**src/stepper_ramp_pulse_generator_assert.svh**
```systemverilog
// ----------------------------------------------------------------------------
// stepper_ramp_pulse_generator_assert.svh
// Assertion macros for the stepper ramp pulse generator
// ----------------------------------------------------------------------------
// each macro assumes clk_i and rst_ni in the calling scope
`ifndef STEPPER_RAMP_PULSE_GENERATOR_ASSERT_SVH
`define STEPPER_RAMP_PULSE_GENERATOR_ASSERT_SVH

`ifndef NO_ASSERTIONS

`define SRPG_ASSERT_IMPL(lbl, ante, cons) \
  lbl: assert property (@(posedge clk_i) disable iff (!rst_ni) (ante) |-> (cons)) \
    else $error("srpg assertion failed");

`define SRPG_ASSERT_NEXT(lbl, ante, cons) \
  lbl: assert property (@(posedge clk_i) disable iff (!rst_ni) (ante) |=> (cons)) \
    else $error("srpg assertion failed");

`else

`define SRPG_ASSERT_IMPL(lbl, ante, cons)
`define SRPG_ASSERT_NEXT(lbl, ante, cons)

`endif

`endif

```
**src/srpg_pkg.sv**
```systemverilog
`timescale 1ns / 1ps
// ----------------------------------------------------------------------------
// srpg_pkg
// Constants and codes of the stepper ramp pulse generator
// ----------------------------------------------------------------------------
package srpg_pkg;

  localparam int POS_BITS         = 32;
  localparam int TICKS_PER_SECOND = 1000000;

  // divider width: the tick count quotient, at least as wide as a speed value
  localparam int QUO_W = $clog2(TICKS_PER_SECOND + 1);
  localparam int DIV_W = (QUO_W > 16) ? QUO_W : 16;
  localparam int CNT_W = $clog2(DIV_W);

  localparam int PADDR_W = 5;

  localparam logic [1:0] OP_TICK    = 2'd0;
  localparam logic [1:0] OP_SET_TGT = 2'd1;
  localparam logic [1:0] OP_SET_POS = 2'd2;
  localparam logic [1:0] OP_STOP    = 2'd3;

  localparam logic [2:0] REG_BASE_SPEED = 3'd0;
  localparam logic [2:0] REG_MAX_SPEED  = 3'd1;
  localparam logic [2:0] REG_ACCEL_RATE = 3'd2;
  localparam logic [2:0] REG_MAX_ACCEL  = 3'd3;
  localparam logic [2:0] REG_DOWN_TRIM  = 3'd4;

  localparam logic [15:0] RST_BASE_SPEED = 16'd100;
  localparam logic [15:0] RST_MAX_SPEED  = 16'd2000;
  localparam logic [15:0] RST_ACCEL_RATE = 16'd10;
  localparam logic [15:0] RST_MAX_ACCEL  = 16'd1000;
  localparam logic [15:0] RST_DOWN_TRIM  = 16'd0;

endpackage

```
**src/stepper_ramp_pulse_generator.sv**
```systemverilog
`timescale 1ns / 1ps
// ----------------------------------------------------------------------------
// stepper_ramp_pulse_generator
// Stepper pulse generator with an acceleration ramp and a serial divider
// ----------------------------------------------------------------------------
// Usage:
//   Input channel (in_valid_i / in_ready_o) carries one command per
//   transaction: a one-microsecond tick, set target, set position or stop,
//   with position_value_i for the two set commands.
//   Output channel (out_valid_o / out_ready_i) returns exactly one result per
//   command: step pulse, direction, position, at-target, moving, up count.
//   For a tick, one shared restoring divider first forms the step period
//   from the step rate and one million ticks per second, then the ramp
//   length from the speed span, one bit per cycle. Other commands skip
//   the divider. One command is in work at a time.
//   The result sits in an output register; the next command is accepted
//   while it waits, and its result is written only once the old one is taken.
//   A stalled receiver therefore holds the block after at most one command.
//   Reset clears position, target, ramp and counters, loads register defaults.
//   Write registers over the APB port only while the block idles (unchecked).
// ----------------------------------------------------------------------------
module stepper_ramp_pulse_generator (
  input  logic                          clk_i,
  input  logic                          rst_ni,
  // command channel
  input  logic                          in_valid_i,
  output logic                          in_ready_o,
  input  logic [1:0]                    opcode_i,
  input  logic signed [31:0]            position_value_i,
  // result channel
  output logic                          out_valid_o,
  input  logic                          out_ready_i,
  output logic                          step_pulse_o,
  output logic                          step_dir_o,
  output logic signed [31:0]            position_now_o,
  output logic                          at_target_o,
  output logic                          moving_o,
  output logic [31:0]                   up_steps_total_o,
  // register port
  input  logic                          psel,
  input  logic                          penable,
  input  logic                          pwrite,
  input  logic [srpg_pkg::PADDR_W-1:0]  paddr,
  input  logic [31:0]                   pwdata,
  output logic [31:0]                   prdata,
  output logic                          pready
);
  import srpg_pkg::*;

  `include "stepper_ramp_pulse_generator_assert.svh"

  localparam logic [1:0] S_IDLE = 2'd0;
  localparam logic [1:0] S_DIVP = 2'd1;
  localparam logic [1:0] S_DIVN = 2'd2;
  localparam logic [1:0] S_FIN  = 2'd3;

  localparam logic [DIV_W-1:0] TICKS_DIV = DIV_W'(TICKS_PER_SECOND);
  localparam logic [CNT_W-1:0] CNT_LAST  = CNT_W'(DIV_W - 1);

  // configuration registers
  logic [15:0] base_q, max_q, acc_rate_q, max_acc_q, trim_q;
  logic [2:0]  reg_idx;
  logic        cfg_wr;

  assign pready  = 1'b1;
  assign reg_idx = paddr[4:2];
  assign cfg_wr  = psel && penable && pwrite;

  always_ff @(posedge clk_i or negedge rst_ni) begin
    if (!rst_ni) begin
      base_q     <= RST_BASE_SPEED;
      max_q      <= RST_MAX_SPEED;
      acc_rate_q <= RST_ACCEL_RATE;
      max_acc_q  <= RST_MAX_ACCEL;
      trim_q     <= RST_DOWN_TRIM;
    end else if (cfg_wr) begin
      case (reg_idx)
        REG_BASE_SPEED: base_q     <= pwdata[15:0];
        REG_MAX_SPEED:  max_q      <= pwdata[15:0];
        REG_ACCEL_RATE: acc_rate_q <= pwdata[15:0];
        REG_MAX_ACCEL:  max_acc_q  <= pwdata[15:0];
        REG_DOWN_TRIM:  trim_q     <= pwdata[15:0];
        default: ;
      endcase
    end
  end

  always_comb begin
    case (reg_idx)
      REG_BASE_SPEED: prdata = {16'd0, base_q};
      REG_MAX_SPEED:  prdata = {16'd0, max_q};
      REG_ACCEL_RATE: prdata = {16'd0, acc_rate_q};
      REG_MAX_ACCEL:  prdata = {16'd0, max_acc_q};
      REG_DOWN_TRIM:  prdata = {16'd0, trim_q};
      default:        prdata = 32'd0;
    endcase
  end

  // motion state
  logic signed [POS_BITS-1:0] cur_q, cur_d, tgt_q, tgt_d;
  logic [15:0] acc_q, acc_d;
  logic        motion_q, motion_d, dir_q, dir_d;
  logic [31:0] elapsed_q, elapsed_d, count_q, count_d;

  // command latch and sequencer
  logic [1:0]                 state_q, state_d;
  logic [1:0]                 op_q;
  logic signed [POS_BITS-1:0] val_q;
  logic [15:0]                rate_q;
  logic [DIV_W-1:0]           per_q;

  // shared divider
  logic [DIV_W-1:0] dv_q, dv_d;
  logic [15:0]      rm_q, rm_d, dsr_q;
  logic [CNT_W-1:0] cnt_q;
  logic [16:0]      shifted, div_sub;
  logic             div_ge;

  // output register
  logic        out_valid_q, pulse_q;
  logic        fire, accept, pulse_d;

  logic [16:0] rate_sum;
  logic [15:0] rate_now, span;

  assign accept     = in_valid_i && in_ready_o;
  assign in_ready_o = (state_q == S_IDLE);
  assign fire       = (state_q == S_FIN) && (!out_valid_q || out_ready_i);

  assign rate_sum = {1'b0, base_q} + {1'b0, acc_q};
  assign rate_now = (rate_sum > {1'b0, max_q}) ? max_q : rate_sum[15:0];
  assign span     = (rate_q > base_q) ? (rate_q - base_q) : 16'd0;

  // one restoring step per cycle
  assign shifted = {rm_q, dv_q[DIV_W-1]};
  assign div_sub = shifted - {1'b0, dsr_q};
  assign div_ge  = (shifted >= {1'b0, dsr_q});
  assign rm_d    = div_ge ? div_sub[15:0] : shifted[15:0];
  assign dv_d    = {dv_q[DIV_W-2:0], div_ge};

  always_comb begin
    state_d = state_q;
    case (state_q)
      S_IDLE: if (accept) state_d = (opcode_i == OP_TICK) ? S_DIVP : S_FIN;
      S_DIVP: if (cnt_q == CNT_LAST) state_d = S_DIVN;
      S_DIVN: if (cnt_q == CNT_LAST) state_d = S_FIN;
      S_FIN:  if (fire) state_d = S_IDLE;
      default: state_d = S_IDLE;
    endcase
  end

  always_ff @(posedge clk_i or negedge rst_ni) begin
    if (!rst_ni) begin
      state_q <= S_IDLE;
    end else begin
      state_q <= state_d;
    end
  end

  always_ff @(posedge clk_i) begin
    if (accept) begin
      op_q   <= opcode_i;
      val_q  <= position_value_i[POS_BITS-1:0];
      rate_q <= rate_now;
      dv_q   <= TICKS_DIV;
      rm_q   <= 16'd0;
      dsr_q  <= rate_now;
      cnt_q  <= '0;
    end else if (state_q == S_DIVP && cnt_q == CNT_LAST) begin
      // period done, start the ramp length division
      per_q <= dv_d;
      dv_q  <= DIV_W'(span);
      rm_q  <= 16'd0;
      dsr_q <= acc_rate_q;
      cnt_q <= '0;
    end else if (state_q == S_DIVP || state_q == S_DIVN) begin
      dv_q  <= dv_d;
      rm_q  <= rm_d;
      cnt_q <= cnt_q + CNT_W'(1);
    end
  end

  // tick evaluation
  logic [31:0]         period, thr, trim_ext;
  logic [POS_BITS-1:0] rem_up, rem_dn;
  logic [15:0]         needed;
  logic [16:0]         acc_sum;
  logic [15:0]         acc_next;
  logic                pos_lt, pos_gt;

  assign period   = (rate_q == 16'd0) ? '1 : 32'(per_q);
  assign trim_ext = {16'd0, trim_q};
  assign thr      = (period > trim_ext) ? (period - trim_ext) : 32'd0;
  assign needed   = (acc_rate_q == 16'd0) ? 16'd0 : dv_q[15:0];
  assign pos_lt   = (cur_q < tgt_q);
  assign pos_gt   = (cur_q > tgt_q);
  assign rem_up   = tgt_q - cur_q;
  assign rem_dn   = cur_q - tgt_q;
  assign acc_sum  = {1'b0, acc_q} + {1'b0, acc_rate_q};
  assign acc_next = (acc_sum > {1'b0, max_acc_q}) ? max_acc_q : acc_sum[15:0];

  always_comb begin
    cur_d     = cur_q;
    tgt_d     = tgt_q;
    acc_d     = acc_q;
    motion_d  = motion_q;
    dir_d     = dir_q;
    elapsed_d = elapsed_q;
    count_d   = count_q;
    pulse_d   = 1'b0;
    if (fire) begin
      case (op_q)
        OP_SET_TGT: begin
          if (!motion_q) acc_d = 16'd0;
          tgt_d = val_q;
        end
        OP_SET_POS: cur_d = val_q;
        OP_STOP: begin
          cur_d    = tgt_q;
          motion_d = 1'b0;
        end
        OP_TICK: begin
          elapsed_d = (elapsed_q == '1) ? elapsed_q : elapsed_q + 32'd1;
          if (pos_lt) begin
            if (elapsed_d > period) begin
              elapsed_d = 32'd0;
              if (rem_up > POS_BITS'(needed)) acc_d = acc_next;
              motion_d = 1'b1;
              dir_d    = 1'b1;
              cur_d    = cur_q + POS_BITS'(1);
              count_d  = count_q + 32'd1;
              pulse_d  = 1'b1;
            end
          end else if (pos_gt) begin
            if (elapsed_d > thr) begin
              elapsed_d = 32'd0;
              if (rem_dn > POS_BITS'(needed)) acc_d = acc_next;
              motion_d = 1'b1;
              dir_d    = 1'b0;
              cur_d    = cur_q - POS_BITS'(1);
              pulse_d  = 1'b1;
            end
          end else begin
            motion_d = 1'b0;
          end
        end
        default: ;
      endcase
    end
  end

  always_ff @(posedge clk_i or negedge rst_ni) begin
    if (!rst_ni) begin
      cur_q       <= '0;
      tgt_q       <= '0;
      acc_q       <= 16'd0;
      motion_q    <= 1'b0;
      dir_q       <= 1'b0;
      elapsed_q   <= 32'd0;
      count_q     <= 32'd0;
      out_valid_q <= 1'b0;
    end else begin
      cur_q     <= cur_d;
      tgt_q     <= tgt_d;
      acc_q     <= acc_d;
      motion_q  <= motion_d;
      dir_q     <= dir_d;
      elapsed_q <= elapsed_d;
      count_q   <= count_d;
      if (fire) begin
        out_valid_q <= 1'b1;
      end else if (out_ready_i) begin
        out_valid_q <= 1'b0;
      end
    end
  end

  always_ff @(posedge clk_i) begin
    if (fire) begin
      pulse_q <= pulse_d;
    end
  end

  assign out_valid_o      = out_valid_q;
  assign step_pulse_o     = pulse_q;
  assign step_dir_o       = dir_q;
  assign position_now_o   = 32'(cur_q);
  assign at_target_o      = (cur_q == tgt_q);
  assign moving_o         = motion_q;
  assign up_steps_total_o = count_q;

  `SRPG_ASSERT_NEXT(a_tick_starts_div, accept && opcode_i == OP_TICK, state_q == S_DIVP)
  `SRPG_ASSERT_NEXT(a_fin_loads_out, fire, out_valid_q && state_q == S_IDLE)
  `SRPG_ASSERT_IMPL(a_pulse_moving, out_valid_o && step_pulse_o, moving_o)
  `SRPG_ASSERT_IMPL(a_busy_no_accept, state_q != S_IDLE, !in_ready_o && !accept)

endmodule
```
**config.mk**
```make
export PLATFORM = sky130hd
export DESIGN_NAME = stepper_ramp_pulse_generator
export DESIGN_NICKNAME = d
export VERILOG_FILES = /design/src/srpg_pkg.sv /design/src/stepper_ramp_pulse_generator.sv
export VERILOG_INCLUDE_DIRS = /design/src /design/src/src
export SDC_FILE = /design/constraint.sdc
export NUM_CORES = 1
export LEC_CHECK = 0
export BUFFER_PORTS_ARGS = -buffer_cell sky130_fd_sc_hd__buf_2
export CELL_PAD_IN_SITES_DETAIL_PLACEMENT = 0
export CELL_PAD_IN_SITES_GLOBAL_PLACEMENT = 1
export CORE_MARGIN = 2
export CORE_UTILIZATION = 48
export CTS_CLUSTER_SIZE = 30
export DETAILED_ROUTE_END_ITERATION = 8
export PLACE_DENSITY_LB_ADDON = 0.1
export SETUP_SLACK_MARGIN = 0.05
export SYNTH_ARGS = -nofsm -noshare
export SYNTH_HDL_FRONTEND = slang
export SYNTH_SLANG_ARGS = --single-unit
```
**constraint.sdc**
```tcl
create_clock -name clk_i -period 8.9 [get_ports clk_i]
set_input_delay 1.78 -clock clk_i [delete_from_list [all_inputs] [get_ports clk_i]]
set_output_delay 1.78 -clock clk_i [all_outputs]
set_load 0.1 [all_outputs]
```
After elaboration in Yosys (flattened, before gate mapping)
Index checks and enable logic that the tools add are counted.
{"block": "op_classes", "add_sub_neg": 12, "order_cmp": 11, "eq_ne": 25, "mux": 50, "bitwise": 1, "n_reduce_logical": 37}
{"operator": "two-way mux 32 bit", "count": 11}
{"operator": "two-way mux 16 bit", "count": 14}
{"operator": "greater-than comparator 32 x 16 -> 1 bit", "count": 3}
{"operator": "greater-than comparator 32 bit", "count": 3}
{"operator": "case mux 32 bit (3 select lines)", "count": 1}
{"operator": "case mux 16 bit (5 select lines)", "count": 1}
{"operator": "adder 32 x 1 -> 32 bit, second input constant", "count": 2}
{"operator": "subtractor 32 bit", "count": 2}
{"operator": "two-way mux 20 bit", "count": 2}
{"operator": "adder 16 x 16 -> 17 bit", "count": 2}
{"operator": "greater-than comparator 17 x 16 -> 1 bit", "count": 2}
{"operator": "adder 32 x 2 -> 32 bit, second input constant", "count": 1}
{"operator": "== test 32 bit", "count": 1}
{"operator": "== test 32 bit, second input constant", "count": 1}
{"operator": "logical NOT 16 bit", "count": 2}
{"operator": "less-than comparator 32 bit", "count": 1}
{"operator": "case mux 16 bit (2 select lines)", "count": 1}
{"operator": "subtractor 16 bit", "count": 2}
{"operator": "subtractor 32 x 16 -> 32 bit", "count": 1}
{"operator": "subtractor 32 x 2 -> 32 bit, second input constant", "count": 1}
{"operator": "greater-or-equal comparator 17 x 16 -> 1 bit", "count": 1}
{"operator": "greater-than comparator 16 bit", "count": 1}
{"operator": "AND reduction 2 bit", "count": 8}
{"operator": "inequality test 3 bit, second input constant", "count": 5}
{"operator": "other kinds (26)", "count": 67}
{"block": "totals", "regBits": 357, "input_bits": 78, "out_inout_bits": 103, "wordCells": 159}

Longest topological paths before layout
Gate-level depths: netlist (run 1).
{"block": "logic_depth", "ltp_word": 9, "ltp_mapped": 32, "ltp_nobuf": 29}

Worst setup path before layout (run 1)
Ideal clock, no wire load.
{"block": "synth_path", "kind": "reg2reg", "from": "reg rate_q[1]", "to": "reg acc_q[5]", "setup_ns": 0.079, "t_arrival_ns": 6.183, "t_required_ns": 8.821, "path_slack_ns": 2.638, "stages_incl_launch_ff": 32, "path_buffers": 3, "period_less_slack_ns": 6.262, "path_cell_list": "edfxtp_1 > nor4_1 > and4_1 > clkbuf_1 > nor2_1 > ha_1 > fa_1 > nor2b_1 > o21ai_0 > a21boi_0 > o21ai_0 > a21boi_0 > o21ai_0 > nor2b_1 > nor2_1 > or3_1 > a21o_1 > clkbuf_1 > nand2_1 > ha_1 > nand4_1 > or2_2 > nor2_1 > o21ai_0 > a41oi_1 > o21ai_0 > nor2_1 > nor2_1 > a2111o_1 > a311oi_4 > buf_6 > mux2i_1"}
{"block": "synth_between", "elab_chain_len": 7, "word_cells_on_any_way": 10, "cone_classes": "add/sub: 1; order compare: 3; eq/ne: 2; mux: 2; reduce/logical: 2"}
{"item": "start, declared", "line_no": "stepper_ramp_pulse_generator.sv:109", "rtl": "logic [15:0] rate_q;"}
{"item": "start signal, assigned", "line_no": "stepper_ramp_pulse_generator.sv:164", "rtl": "rate_q <= rate_now;"}
{"item": "logical NOT 16 bit (*)", "line_no": "stepper_ramp_pulse_generator.sv:191", "rtl": "assign period = (rate_q == 16'd0) ? '1 : 32'(per_q);"}
{"item": "two-way mux 32 bit (*)", "line_no": "stepper_ramp_pulse_generator.sv:191"}
{"item": "subtractor 32 x 16 -> 32 bit or greater-than comparator 32 x 16 -> 1 bit (tied branches)", "line_no": "stepper_ramp_pulse_generator.sv:193", "rtl": "assign thr = (period > trim_ext) ? (period - trim_ext) : 32'd0;"}
{"item": "two-way mux 32 bit", "line_no": "stepper_ramp_pulse_generator.sv:193"}
{"item": "greater-than comparator 32 bit", "line_no": "stepper_ramp_pulse_generator.sv:235", "rtl": "if (elapsed_d > thr) begin"}
{"item": "inequality test 3 bit (no source line)"}
{"item": "AND reduction 8 bit (no source line) (*)"}
{"item": "end signal, assigned", "line_no": "stepper_ramp_pulse_generator.sv:256", "rtl": "acc_q <= 16'd0;"}
{"item": "end signal, assigned", "line_no": "stepper_ramp_pulse_generator.sv:265", "rtl": "acc_q <= acc_d;"}
{"item": "end, declared", "line_no": "stepper_ramp_pulse_generator.sv:101", "rtl": "logic [15:0] acc_q, acc_d;"}
Mark *: on every way between the ends. The rest lies on a longest branch, timed or not.
A chain may end at the register's enable or synchronous reset.

Worst setup path in the final report (run 1)
{"block": "layout_path", "from": "reg rate_q[11]", "to": "reg elapsed_q[16]"}
{"block": "layout_between", "elab_chain_len": 8, "word_cells_on_any_way": 11, "cone_classes": "add/sub: 1; order compare: 3; mux: 6; reduce/logical: 1"}
{"item": "logical NOT 16 bit (*)", "line_no": "stepper_ramp_pulse_generator.sv:191"}
{"item": "two-way mux 32 bit (*)", "line_no": "stepper_ramp_pulse_generator.sv:191"}
{"item": "subtractor 32 x 16 -> 32 bit or greater-than comparator 32 x 16 -> 1 bit (tied branches)", "line_no": "stepper_ramp_pulse_generator.sv:193"}
{"item": "two-way mux 32 bit", "line_no": "stepper_ramp_pulse_generator.sv:193"}
{"item": "greater-than comparator 32 bit", "line_no": "stepper_ramp_pulse_generator.sv:235"}
{"item": "two-way mux 32 bit", "line_no": "stepper_ramp_pulse_generator.sv:235"}
{"item": "two-way mux 32 bit", "line_no": "stepper_ramp_pulse_generator.sv:234", "rtl": "end else if (pos_gt) begin"}
{"item": "two-way mux 32 bit (*)", "line_no": "stepper_ramp_pulse_generator.sv:224", "rtl": "if (pos_lt) begin"}
{"item": "end signal, assigned", "line_no": "stepper_ramp_pulse_generator.sv:268", "rtl": "elapsed_q <= elapsed_d;"}
{"item": "end, declared", "line_no": "stepper_ramp_pulse_generator.sv:103", "rtl": "logic [31:0] elapsed_q, elapsed_d, count_q, count_d;"}
Marks and branches as above.

==> run metrics, run 1 <==
most frequent CP cell=o21ai_0; DR vias/cell=5.87; effective utilization at floorplan=48.6%; Post-synth ARST share=64.1%; Final Cycle Share=89.5%; DP HPWL=62.8 mm; Final Hold Fails=0; critical path required time=9.37 ns; Post-Syn Instances=3131; Rows=88; drt first pass iters=5; WHS=0.463 ns; reg2reg setup slack=0.94 ns; Layout Nets=3620; WP data arrival=8.44 ns; fmax=0.126 GHz; Post-Syn Area per Cell=8.96 um2; Filler cells=5362; run status=completed; unrepaired setup endpoints after global routing=false; CTS tree=yes; total power divided by cell area=426 nW/um2; clock-pin transition on the worst setup and hold timing paths=0.06 ns; Worst path max stage delay=0.50 ns; Setup Buffers After CTS=0; PortBufs=145; H-tree levels=2; commonest non-fill, non-tap cells in the layout=ha_1 (307), nand2_1 (299), inv_1 (233); full die area=60400 um2; initial antenna violation count=4; post-synthesis sequential area ratio=32.7%; distinct cell type count after synthesis=85; fraction of layout instances using a drive strength above 1=13.4%; number of global-route vias before repair=22.9k; FF+latch count, synth=357; Routability Congestion=0.935; Leak=14.2 nW; worst IR drop on VDD=0.387 mV; YS warnings=0; crit path max fanout=25; Main synth FF type=dfrtp_1; Final setup viols=0; Final min period=7.96 ns; CTS Sinks=357; mapped cell area=28000 um2; slowest CP cell=nor4_1; Slew HR=20.8%; Max clock buf depth=3; routed len/inst=20.4 um; initial DRC count=1639; Clock Latency Late Sink=0.61 ns; Overall Global Routing Usage=26.9%; total gr overflow=0; first-pass GRT wire length=129 mm; drc violations=0; number of flops mapped to enable cells by yosys=87; Root Driver=clkbuf_16; Crit Path Category=reg2reg; setup_tns=0 ns; Die Width=246 um; commonest non-fill, non-tap cell in the layout=ha_1; HP Class=reg2reg; Worst setup EP type=register; Post-Route WL=82.0 mm; IO Pins=181; Final ANT Viol Nets=0; Core Area=57700 um2; Final Max Tran Viols=0; area grow syn2layout=10.4%; crit start category=register; vias=23.6k; CTS buffer count=44; largest net degree at the start of global routing=130; die height=246 um; final setup skew=0.0313 ns; max cap viols=0; Worst-Margin Slew=1.18 ns
## per-stage QoR
| stage | cells | worst slack (ns) | utilization [%] | area, um2 | total power [W] |
|---|---|---|---|---|---|
| floorplan | 3146 | 2.64 | - | 28100 | 0.00908 |
| global placement | 3942 | 0.864 | 51.0 | 29400 | 0.0110 |
| detailed placement | 3942 | 0.659 | 51.0 | 29400 | 0.0112 |
| CTS | 4024 | 0.631 | 53.6 | 30900 | 0.0131 |
| global route | 4026 | 0.113 | 53.7 | 31000 | 0.0142 |
| finish | 4026 | 0.935 | 53.7 | 31000 | 0.0132 |
## flip-flops by register name, indices dropped and copies added, names as in the netlist, 20 cells and up
signal,count
elapsed_q,32
position_now_o,32
tgt_q,32
up_steps_total_o,32
val_q,32
dv_q,20
per_q,20
## worst max-delay path: cells and delay by family, from the launching register on
family	cells	cell delay, ns
compound gates	15	3.33
fa+ha+maj	2	0.55
buf+inv	4	1.12
flops	1	0.39
simple gates	9	2.43
## path summary, 6_finish.rpt
check / startpoint / endpoint / cells after the start
worst max-delay path: rate_q[11]$_DFFE_PP_ / elapsed_q[16]$_DFFE_PN0P_ / 30
worst min-delay path: up_steps_total_o[31]$_DFFE_PN0P_ / up_steps_total_o[31]$_DFFE_PN0P_ / 1
worst max register to register: rate_q[11]$_DFFE_PP_ / elapsed_q[16]$_DFFE_PN0P_ / 30
worst min register to register: up_steps_total_o[31]$_DFFE_PN0P_ / up_steps_total_o[31]$_DFFE_PN0P_ / 1
max in group asynchronous: rst_ni / position_now_o[14]$_DFFE_PN0P_ / 2
min in group asynchronous: rst_ni / elapsed_q[14]$_DFFE_PN0P_ / 1
## what timing repair did
action                     in CTS  in global routing
hold buffers                    0                  0
gates resized for setup         0                  2
setup endpoints to repair       0                 45
## power by group
part / leakage [nW] / internal [W] / switching, W
clock: 0.749 / 0.00114 / 0.000767
sequential: 4.04 / 0.00213 / 0.000473
combinational: 9.36 / 0.00326 / 0.00542
total: 14.2 / 0.00653 / 0.00666
## cell usage after synthesis (16+ instances only)
cell type | count | area (um2)
nor4_1 | 28 | 175
or3_1 | 17 | 106
a221oi_1 | 24 | 210
and3_1 | 17 | 106
a31oi_1 | 16 | 100
a21oi_1 | 178 | 891
dfxtp_1 | 41 | 821
mux2_2 | 147 | 1660
nor3_1 | 44 | 220
o21ai_0 | 208 | 1040
edfxtp_1 | 87 | 2610
nand2_1 | 299 | 1120
a211oi_1 | 33 | 248
o22ai_1 | 25 | 156
mux2i_1 | 29 | 290
clkbuf_1 | 91 | 342
o31ai_1 | 26 | 195
a21o_1 | 93 | 698
nand3_1 | 75 | 375
and2_1 | 16 | 100
xnor2_1 | 139 | 1220
nor2b_1 | 29 | 181
o21a_1 | 31 | 233
a221o_1 | 22 | 220
ha_1 | 310 | 3880
dfstp_2 | 17 | 447
a22oi_1 | 35 | 263
dfrtp_1 | 212 | 5310
o211ai_1 | 16 | 120
nor2_1 | 197 | 739
inv_1 | 235 | 882
nand4_1 | 65 | 407
buf_4 | 17 | 128
buf_2 | 17 | 85.1
o21bai_1 | 30 | 225
xor2_1 | 62 | 543
nand2b_1 | 41 | 257
## cells by family after synthesis
logic type               count (synthesis)  synth area share, %
flip-flops                             357                 32.7
AND/OR/NAND/NOR                        877                 15.0
adder cells (fa/ha/maj)                318                 14.4
multiplexers                           176                 6.94
AO/OA/AOI/OAI                          824                 19.2
XOR/XNOR                               201                 6.28
buffers and inverters                  376                 5.44
other                                    2               0.0268
## layer usage
metal	up-vias	track usage [%]	part of all wire [%]
met2	571	40.7	43
met5	-	0	0.011
met1	11500	40.2	50
li1	11500	-	-
met4	2	6.79	2.4
met3	97	3.50	5.0
## cell type report
class	instances	area (um2)	share of cell area (%)
Timing Repair Buffer	170	936	3.02
Timing Repair inverter	1	5.00	0.0162
Multi-Input combinational cell	2413	17400	56.3
Inverter	237	895	2.89
Clock inverter	22	288	0.930
Clock buffer	60	1250	4.05
Tap cell	765	957	3.09
Antenna cell	1	2.50	0.00808
Sequential cell	357	9190	29.7
Power figures use the tool's default switching activity.
==> run 2, diff against run 1 <==
==> constraint.sdc (replaced) <==
create_clock -name clk_i -period 8.9 [get_ports clk_i]
set_input_delay 1.335 -clock clk_i [delete_from_list [all_inputs] [get_ports clk_i]]
set_output_delay 1.335 -clock clk_i [all_outputs]
set_load 0.1 [all_outputs]
==> run 2 against run 1 <==
  * Critical path depth shrank 1
  * Core utilization shrank 0.18 points
  * Fmax shrank 0.61%
  * Clock-buffer cell count shrank 4
  * Cell count is the same
  * Power shrank 0.59%
  * Critical endpoint unchanged
  * Largest cell class unchanged
  * Largest power group unchanged
  * Highest routed layer is now met4
==> run metrics, run 2 (synthesized netlist as in run 1, its figures left out) <==
max cap viols=0 (unchanged); Final Max Tran Viols=0 (unchanged); clock-pin transition on the worst setup and hold timing paths=0.06 ns (about the same); initial antenna violation count=2 (-2); Worst setup EP type=register; final instance area=30900 um2 (-0.34%); Final min period=8.01 ns (+0.0487 ns); Final Cycle Share=90.0% (+0.55 points); Crit Path Category=reg2reg; HP Class=reg2reg; fmax=0.125 GHz (-0.61%); Slew HR=18.1% (-2.8 points); Post-Route WL=82.0 mm (about the same); Layout Nets=3620 (unchanged); area grow syn2layout=10.0%; total gr overflow=0 (unchanged); crit start category=register; post-cts hold buffer count=0 (unchanged); Worst path max stage delay=0.56 ns (+0.06 ns); Final Hold Fails=0 (unchanged); slowest CP cell=nor4_1; Routability Congestion=0.930 (-0.59%); dpl cells=3943 (+0.025%); setup_tns=0 ns (unchanged); Leak=14.1 nW (-0.37%); die height=246 um (unchanged); unrepaired setup endpoints after global routing=false; fraction of layout instances using a drive strength above 1=13.3% (-0.15 points); CTS buffer count=44 (unchanged); total power=0.0131 W (-0.59%); commonest non-fill, non-tap cell in the layout=ha_1; Die Width=246 um (unchanged); Area after DPL=29400 um2 (about the same); effective utilization at floorplan=48.6% (unchanged); Rows=88 (unchanged); commonest non-fill, non-tap cells in the layout=ha_1 (307), nand2_1 (299), inv_1 (234); Root Driver=clkbuf_16; DP HPWL=62.6 mm (-0.26%); Final Non-Filler Cells=4026 (unchanged); drt first pass iters=5 (unchanged); first-pass GRT wire length=129 mm (+0.34%); Overall Global Routing Usage=27.0% (+0.11 points); run status=completed; CTS tree=yes; Setup Buffers After CTS=0 (unchanged); routed len/inst=20.4 um (about the same); Core Area=57700 um2 (unchanged); IO Pins=181 (unchanged); CTS Sinks=357 (unchanged); PortBufs=145 (unchanged); Worst-Margin Slew=1.22 ns (+0.0405 ns); final setup skew=0.0198 ns (-0.0115 ns); vias=23.8k (+0.54%); full die area=60400 um2 (unchanged); WP data arrival=8.48 ns (+0.04 ns); H-tree levels=2 (unchanged); largest net degree at the start of global routing=118 (-9.2%); drc violations=0 (unchanged); DR vias/cell=5.90 (+0.54%); critical path required time=9.36 ns (about the same); Max clock buf depth=3 (unchanged); crit path max fanout=25 (unchanged); Final ANT Viol Nets=0 (unchanged); number of global-route vias before repair=23.0k (+0.25%); initial DRC count=1594 (-2.7%); total power divided by cell area=425 nW/um2 (-0.24%); Clock Latency Late Sink=0.59 ns (-0.02 ns); Final setup viols=0 (unchanged); most frequent CP cell=o21ai_0; worst IR drop on VDD=0.350 mV (-9.6%)
[run 2: cell count changes in the layout (fill, tap and decap cells not counted), sizes merged]
cell,change
diode,+1
inv,+2
buf,+1
clkinv,+3
clkinvlp,-1
bufinv,-2
clkbuf,-4
[run 2: worst max-delay path, delay by kind of cell (launching register included)]
family	cells	cell delay [ns]
adders and majority gates	2	0.55
buffers and inverters	3	0.85
and+or+nand+nor	9	2.60
DFF	1	0.39
AOI/OAI and AO/OA	15	3.46
[run 2: layout make-up]
type                       count  area, um2
fill                        5448      26800
multi-input combinational   2413      17400
sequential                   357       9190
clock buffer                  56       1210
tap                          765        957
timing repair buffer         171        931
inverter                     237        891
clock inverter                25        244
antenna                        2       5.00
[run 2: through the flow]
stage | util [%] | setup WS (ns) | hold WS (ns)
2_1_floorplan | - | 2.64 | 0.430
3_3_place_gp | 50.9 | 0.900 | 0.443
3_5_place_dp | 50.9 | 0.717 | 0.452
4_1_cts | 53.5 | 0.676 | 0.459
5_1_grt | 53.5 | 0.199 | 0.468
6_report | 53.5 | 0.886 | 0.463
[run 2: power by group]
part / switching, W / total (W) / internal [W]
registers: 0.000476 / 0.00261 / 0.00213
clock network: 0.000762 / 0.00182 / 0.00106
logic: 0.00543 / 0.00869 / 0.00326
total: 0.00667 / 0.0131 / 0.00644
[run 2: per-layer routing]
metal | wire [um] | up-vias | track usage, % | share of wire [%]
met1 | 40200 | 11500 | 40.6 | 49
li1 | - | 11500 | - | -
met2 | 35200 | 647 | 40.8 | 43
met5 | 0 | - | 0 | 0
met4 | 2000 | 0 | 7.36 | 2.4
met3 | 4670 | 103 | 2.83 | 5.7
[run 2: path summary, 6_finish.rpt]
kind / startpoint / cells after the start / slack (ns) / end
min reg2reg: dv_q[16]$_SDFFE_PP1P_ / 0 / 0.46 / per_q[17]$_DFFE_PP_
max: rate_q[11]$_DFFE_PP_ / 29 / 0.89 / elapsed_q[16]$_DFFE_PN0P_
max reg2reg: rate_q[11]$_DFFE_PP_ / 29 / 0.89 / elapsed_q[16]$_DFFE_PN0P_
max in group asynchronous: rst_ni / 2 / 6.64 / tgt_q[19]$_DFFE_PN0P_
min: dv_q[16]$_SDFFE_PP1P_ / 0 / 0.46 / per_q[17]$_DFFE_PP_
min in group asynchronous: rst_ni / 1 / 0.80 / elapsed_q[15]$_DFFE_PN0P_
[run 2: what timing repair did]
action	4_1_cts	5_1_grt
setup endpoints to repair	0	23
hold endpoints to repair	0	0
resized for setup	0	1
